[config.mk]
export PLATFORM = sky130hd
export DESIGN_NAME = tcw_front
export DESIGN_NICKNAME = d
export VERILOG_FILES = /design/src/tcw_pkg.sv /design/src/tcw_front.sv
export SDC_FILE = /design/constraint.sdc
export NUM_CORES = 1
export LEC_CHECK = 0
export BUFFER_PORTS_ARGS = -buffer_cell sky130_fd_sc_hd__buf_2
export CAP_MARGIN = 30
export CORE_MARGIN = 3
export CORE_UTILIZATION = 55
export CTS_CLUSTER_SIZE = 20
export DETAILED_ROUTE_END_ITERATION = 8
export HOLD_SLACK_MARGIN = 0.08
export PLACE_DENSITY = 0.84
export SYNTH_ARGS = -nofsm -noshare
export SYNTH_HDL_FRONTEND = slang
export SYNTH_SLANG_ARGS = --single-unit
[constraint.sdc]
create_clock -name clock -period 5.1 [get_ports clock]
set_input_delay 0.51 -clock clock [delete_from_list [all_inputs] [get_ports clock]]
set_output_delay 0.51 -clock clock [all_outputs]
set_load 0.1 [all_outputs]
[src/tcw_pkg.sv]
// Shared constants, types and helpers for the text console writer.
package tcw_pkg;

   localparam int COLUMNS    = 80;
   localparam int ROWS       = 25;
   localparam int CELL_COUNT = ROWS * COLUMNS;
   localparam int ROW_W      = $clog2(ROWS);
   localparam int COL_W      = $clog2(COLUMNS);
   localparam int ADDR_W     = $clog2(CELL_COUNT);
   localparam int QDEPTH     = 2;
   localparam int QPTR_W     = $clog2(QDEPTH);

   localparam int ACTION_W   = 2;
   localparam int CHAR_W     = 8;
   localparam int RROW_W     = 5;
   localparam int RCOL_W     = 7;
   localparam int CELL_W     = 16;
   localparam int COLOR_W    = 8;
   localparam int REQ_DATA_W = 24;
   localparam int RSP_DATA_W = 32;

   localparam logic [ACTION_W-1:0] ACTION_PUT   = 2'd0;
   localparam logic [ACTION_W-1:0] ACTION_CLEAR = 2'd1;
   localparam logic [ACTION_W-1:0] ACTION_READ  = 2'd2;

   localparam logic [CHAR_W-1:0]  NEWLINE_CODE = 8'd10;
   localparam logic [CHAR_W-1:0]  SPACE_CODE   = 8'd32;
   localparam logic [CELL_W-1:0]  BLANK_CELL   = 16'h0720;
   localparam logic [COLOR_W-1:0] COLOR_RESET  = 8'h07;

   typedef enum logic [2:0] {
      OP_NOP     = 3'd0,
      OP_PUT     = 3'd1,
      OP_NEWLINE = 3'd2,
      OP_CLEAR   = 3'd3,
      OP_READ    = 3'd4
   } op_type;

   typedef struct packed {
      op_type                op;
      logic [CHAR_W-1:0]     char_code;
      logic [ROW_W-1:0]      row;
      logic [COL_W-1:0]      col;
   } item_type;

   typedef struct packed {
      logic     valid;
      item_type item;
   } head_type;

   typedef struct packed {
      logic init_busy;
   } back_status_type;

   function automatic logic [RSP_DATA_W-1:0] pack_rsp(
      input logic [CELL_W-1:0] entry,
      input logic [RROW_W-1:0] row,
      input logic [RCOL_W-1:0] col,
      input logic              scr
   );
      return {3'b000, scr, col, row, entry};
   endfunction

endpackage

[src/tcw_front.sv]
// Front end: accepts request words, decodes them and queues them for the back end.
module tcw_front (
   input  logic                                  clock,
   input  logic                                  reset,
   input  logic                                  req_tvalid,
   output logic                                  req_tready,
   // action[1:0], char_code[9:2], read_row[14:10], read_col[21:15], zero pad
   input  logic [tcw_pkg::REQ_DATA_W-1:0]        req_tdata,
   input  tcw_pkg::back_status_type              status,
   input  logic                                  pop,
   output tcw_pkg::head_type                     head
);

   tcw_pkg::item_type                q_ff [tcw_pkg::QDEPTH];
   logic [tcw_pkg::QPTR_W-1:0]       wr_ptr_ff, wr_ptr_in;
   logic [tcw_pkg::QPTR_W-1:0]       rd_ptr_ff, rd_ptr_in;
   logic [tcw_pkg::QPTR_W:0]         cnt_ff, cnt_in;
   logic                             push;
   tcw_pkg::item_type                dec;

   logic [tcw_pkg::ACTION_W-1:0]     f_action;
   logic [tcw_pkg::CHAR_W-1:0]       f_char;
   logic [tcw_pkg::RROW_W-1:0]       f_row;
   logic [tcw_pkg::RCOL_W-1:0]       f_col;
   logic                             in_range;

   assign f_action = req_tdata[1:0];
   assign f_char   = req_tdata[9:2];
   assign f_row    = req_tdata[14:10];
   assign f_col    = req_tdata[21:15];
   assign in_range = (int'(f_row) < tcw_pkg::ROWS) && (int'(f_col) < tcw_pkg::COLUMNS);

   always_comb begin
      dec.char_code = f_char;
      dec.row       = (tcw_pkg::ROW_W)'(f_row);
      dec.col       = (tcw_pkg::COL_W)'(f_col);
      case (f_action)
         tcw_pkg::ACTION_PUT: begin
            dec.op = (f_char == tcw_pkg::NEWLINE_CODE) ? tcw_pkg::OP_NEWLINE : tcw_pkg::OP_PUT;
         end
         tcw_pkg::ACTION_CLEAR: begin
            dec.op = tcw_pkg::OP_CLEAR;
         end
         tcw_pkg::ACTION_READ: begin
            dec.op = in_range ? tcw_pkg::OP_READ : tcw_pkg::OP_NOP;
         end
         default: begin
            dec.op = tcw_pkg::OP_NOP;
         end
      endcase
   end

   assign req_tready = (int'(cnt_ff) != tcw_pkg::QDEPTH) && !status.init_busy;
   assign push       = req_tvalid && req_tready;

   assign head.valid = (cnt_ff != '0);
   assign head.item  = q_ff[rd_ptr_ff];

   always_comb begin
      wr_ptr_in = wr_ptr_ff;
      rd_ptr_in = rd_ptr_ff;
      cnt_in    = cnt_ff;
      if (push) begin
         wr_ptr_in = wr_ptr_ff + 1'b1;
      end
      if (pop) begin
         rd_ptr_in = rd_ptr_ff + 1'b1;
      end
      if (push && !pop) begin
         cnt_in = cnt_ff + 1'b1;
      end else if (pop && !push) begin
         cnt_in = cnt_ff - 1'b1;
      end
   end

   always_ff @(posedge clock) begin
      if (reset) begin
         wr_ptr_ff <= '0;
         rd_ptr_ff <= '0;
         cnt_ff    <= '0;
      end else begin
         wr_ptr_ff <= wr_ptr_in;
         rd_ptr_ff <= rd_ptr_in;
         cnt_ff    <= cnt_in;
      end
   end

   always_ff @(posedge clock) begin
      if (push) begin
         q_ff[wr_ptr_ff] <= dec;
      end
   end

endmodule

# Word level (Yosys, flattened, before mapping)

Memory sizes are Yosys's and may differ from the RTL's. A register that Yosys moved wholly into a read port is not among the register bits.
Index checks and enable logic that the tools add are counted.

Input port bits: 29
Logic and storage cells: 34
RAM bits: 46
Memories: 1
Register bits: 4
Output and inout port bits: 25

Reduce and logical (&&, ||, !) cells: 11
Equality and inequality tests: 4
Add/subtract/negate cells: 4
Muxes and demuxes: 9
Magnitude comparators: 2

Memory list:

| name | words | bits a word | read ports | clocked after memory_dff | write ports | RTL line        | RTL |
|---|---|---|---|---|---|---|---|
| q_ff | 2     | 23          | 1          | 1                        | 1           | tcw_front.sv:14 | `tcw_pkg::item_type q_ff [tcw_pkg::QDEPTH];` |

Operators by type and width:

| cell                                                               | count |
|---|---|
| 3-bit case mux with 3 select lines                                 | 1 |
| 8-bit by 4-bit == test with 1-bit output, second input constant    | 1 |
| 7-bit less-than comparator, second input constant                  | 1 |
| 2-bit 2-to-1 mux                                                   | 3 |
| 1-bit logical AND                                                  | 5 |
| 5-bit less-than comparator, second input constant                  | 1 |
| 1-bit 2-to-1 mux                                                   | 4 |
| 2-bit nonzero test                                                 | 2 |
| 1-bit logical NOT                                                  | 3 |
| 3-bit 2-to-1 mux                                                   | 1 |
| 1-bit adder, second input constant                                 | 2 |
| 2-bit by 1-bit adder with 2-bit output, second input constant      | 1 |
| 2-bit by 1-bit == test with 1-bit output, second input constant    | 1 |
| 2-bit == test, second input constant                               | 1 |
| 2-bit logical NOT                                                  | 1 |
| 2-bit inequality test, second input constant                       | 1 |
| 2-bit by 1-bit subtractor with 2-bit output, second input constant | 1 |

# Logic depth before layout (Yosys ltp)

Depth after elaboration: 7
Gate-level depth with buffers: 6
Gate-level depth less buffers: 6

# Least setup slack after synthesis

No wires, ideal clock.

Path type: input to output
Start point: input status
End point: output req_tready
Slack: 2.827 ns
Data required time: 4.590 ns
Cell stages on the path: 1
Data arrival time: 1.763 ns
Buffers on the path: 0
Path through: nor2_1

Word-level cells in the longest chain between the ends: 2

RTL lines:

| what               | RTL line        | RTL |
|---|---|---|
| start: declaration | tcw_front.sv:9  | `input tcw_pkg::back_status_type status,` |
| 1-bit logical NOT  | tcw_front.sv:53 | `assign req_tready = (int'(cnt_ff) != tcw_pkg::QDEPTH) && !status.init_busy;` |
| 1-bit logical AND  | tcw_front.sv:53 |  |
| end: declaration   | tcw_front.sv:6  | `output logic req_tready,` |

Every way passes these cells.

==> summary.md <==
| Metric | Value |
|---|---|
| Count leader, synth | `edfxtp_1` |
| Worst Skew | `roughly 0.0046 ns` |
| Hpwl dp | `2350 um` |
| Number of routed nets with antenna violations | `0` |
| Synth cell count leaders | `edfxtp_1, mux2_2, nor2_1, dfxtp_1` |
| WP data required | `4.59 ns` |
| Critical path's slowest cell | `dfxtp_1` |
| Synth area leaders | `edfxtp_1, mux2_2, dfxtp_1` |
| Maximum fanout along the worst path | `21` |
| Top cell type's share of synthesized area | `70.9%` |
| Hold path start | `req_tdata[15]` |
| Initial antenna violation count | `0` |
| Hold buffers post-CTS | `0` |
| Total Routing Usage GR | `17.1%` |
| Wire per inst | `15.4 um` |
| Total wire length | `around 3200 um` |
| Diodes inserted | `0` |
| Run status | `completed` |
| Main synth FF type | `edfxtp_1` |
| Yosys cell types | `23` |
| Slew margin rel. | `58.3%` |
| Avg Cell Area, Syn | `18.6 um2` |
| Worst skew pair latency | `0.36 ns` |
| Root Buffer | `clkbuf_4` |
| CTS Buffer Depth | `2` |
| TritonCTS Buffers | `5` |
| CTS tree | `built` |
| Ports | `54` |
| Nets | `about 190` |
| Max Slew Vio Count | `0` |
| Unrepaired setup endpoints after global routing | `no` |
| Global route total overflow | `0` |
| Drt drc | `0` |
| Leak Pwr | `between 0.8 and 0.9 nW` |
| Multi-input gate area | `approximately 450 um2` |
| CTS resizes | `0` |
| Post-Route M1 WL | `1250 um` |
| EDFF count, synth | `46` |
| Port-buffer cells | `51` |
| P per Cell Area | `~390 mW/mm2` |
| Largest net degree at the start of global routing | `24` |
| Final Hold Violating Endpoints | `0` |
| Type of the worst min-delay path | `in2reg` |
| Die Wd | `65.5 um` |
| Clk sink count | `51` |
| # setup viols final | `0` |
| Row count | `20` |
| Number of synthesis warnings | `0` |
| Gate Count Post-Synth | `105` |
| WL met2 | `1710 um` |
| DR vias | `1081` |
| Startpoint types | `flop` |
| Initial DRC count | `24` |
| Post-CTS Setup Inserts | `0` |
| Layout area overhead | `21.0%` |
| Share of layout cells above drive strength 1 | `52.1%` |
| Die height | `~66 um` |
| H-tree levels | `2` |
| Clk pin slew, worst setup/hold paths | `0.13 ns` |
| First-pass GRT wire length | `5280 um` |
| Aggregate negative setup slack | `0 ns` |
| Slew @ Worst Pin | `about 0.62 ns` |
| Cell accounting for the most synthesized area | `edfxtp_1` |
| VDD IR max | `~0.3 mV` |
| Vias in the first global route | `roughly 1100` |
| Drt via density | `just over 5` |
| Synthesis-stage register bit count | `51` |
| Mapped cell area | `0.00195 mm2` |
| Register area share after synthesis | `76.0%` |
| Tcrit/Tclk final | `43.2%` |
| Met3 wire length | `186 um` |
| Total power | `915 uW` |
| Max incr delay on CP | `0.47 ns` |
| Die area | `around 0.0043 mm2` |
| Uppermost layer routed | `met4` |
| Core Area | `about 0.0032 mm2` |
| Fraction of registers with async set/reset | `0%` |
| Setup CP Type | `reg2out` |
| Max Fclk | `454 MHz` |
| Initial Util | `about three fifths` |
| Critical path arrival | `1.69 ns` |
| Final hold slack | `0.327 ns` |
| Kind of end point of the critical path | `output port` |
| Register area | `0.00148 mm2` |
| Worst-path cell chain | `buf_16, mux2_2, buf_2` |
| Post-layout min period | `2.20 ns` |
| Synthesized Nets | `135` |
| Drt pass-1 iters | `3` |
| Max Cap Violations | `0` |
| Fill cells | `about 240` |
| R2r startpoint | `cnt_ff[1]$_SDFFE_PP0P_` |
| Gp weighted congestion | `0.682` |
## report_power, final
part	switching [mW]	internal (mW)	leakage, nW
sequential	0.00949	0.480	0.463
clock	0.112	0.0512	0.0273
combinational	0.204	0.0581	0.402
## path summary, 6_finish.rpt
check                           slack, ns  cells after the start                     end
worst max-delay path                 2.90                      3                head[20]
worst min-delay path                 0.33                      1    q_ff[1][0]$_DFFE_PP_
worst max register to register       3.25                      4   q_ff[0][12]$_DFFE_PP_
worst min register to register       0.53                      2  cnt_ff[1]$_SDFFE_PP0P_
## routing by layer
layer | global-route usage (%) | vias to the layer above
met4 | 10.1 | 0
met1 | 18.9 | 517
li1 | - | 523
met3 | 4.44 | 8
met5 | 0 | -
met2 | 29.6 | 33
## per-stage QoR
| stage | cells | worst slack, ns | utilization, % | area, um2 |
|---|---|---|---|---|
| floorplan | 105 | 2.83 | - | 1950 |
| global placement | 198 | 2.84 | 70.3 | 2250 |
| detailed placement | 200 | 2.86 | 71.3 | 2280 |
| CTS | 208 | 2.43 | 72.8 | 2330 |
| global route | 209 | 2.81 | 73.6 | 2360 |
| finish | 209 | 2.90 | 73.6 | 2360 |
## registers in the layout, summed over array words and instances, names as in the netlist, named ones only
signal / count
cnt_ff: 2
q_ff: 46
rd_ptr_ff: 1
wr_ptr_ff: 1
## placed cells by master, fill, tap and decap left out, types with 2 or more instances in the layout
cell type	netlist	routed
buf_2	2	51
edfxtp_1	46	46
mux2_2	23	23
nor2_1	6	6
dfxtp_1	5	5
clkbuf_4	0	5
inv_1	2	2
o21ai_0	2	2
a21oi_1	2	2
nor2b_2	1	2
xor2_1	2	2
clkinv_1	0	2
buf_8	0	2
## cell type report
type	instances	share of cell area, %
sequential	51	62.8
multi-input combinational	50	19.2
timing repair buffer	54	13.3
tap	44	2.33
clock buffer	6	1.75
clock inverter	2	0.318
inverter	2	0.318
## worst max-delay path: cells and delay by family (launching register included)
| family | cells | cell delay [ns] |
|---|---|---|
| buffers and inverters | 2 | 0.49 |
| muxes | 1 | 0.35 |
| DFF | 1 | 0.47 |
## kinds of logic after synthesis
kind of cell               share of synthesized area, %
AOI/OAI and AO/OA                                  1.80
xor gates and xnor gates                           1.35
adders and majority gates                         0.642
buffers and inverters                             0.899
DFF                                                76.0
muxes                                              13.9
and+or+nand+nor                                    5.46
Note: power is estimated with default switching activity, not from simulation.
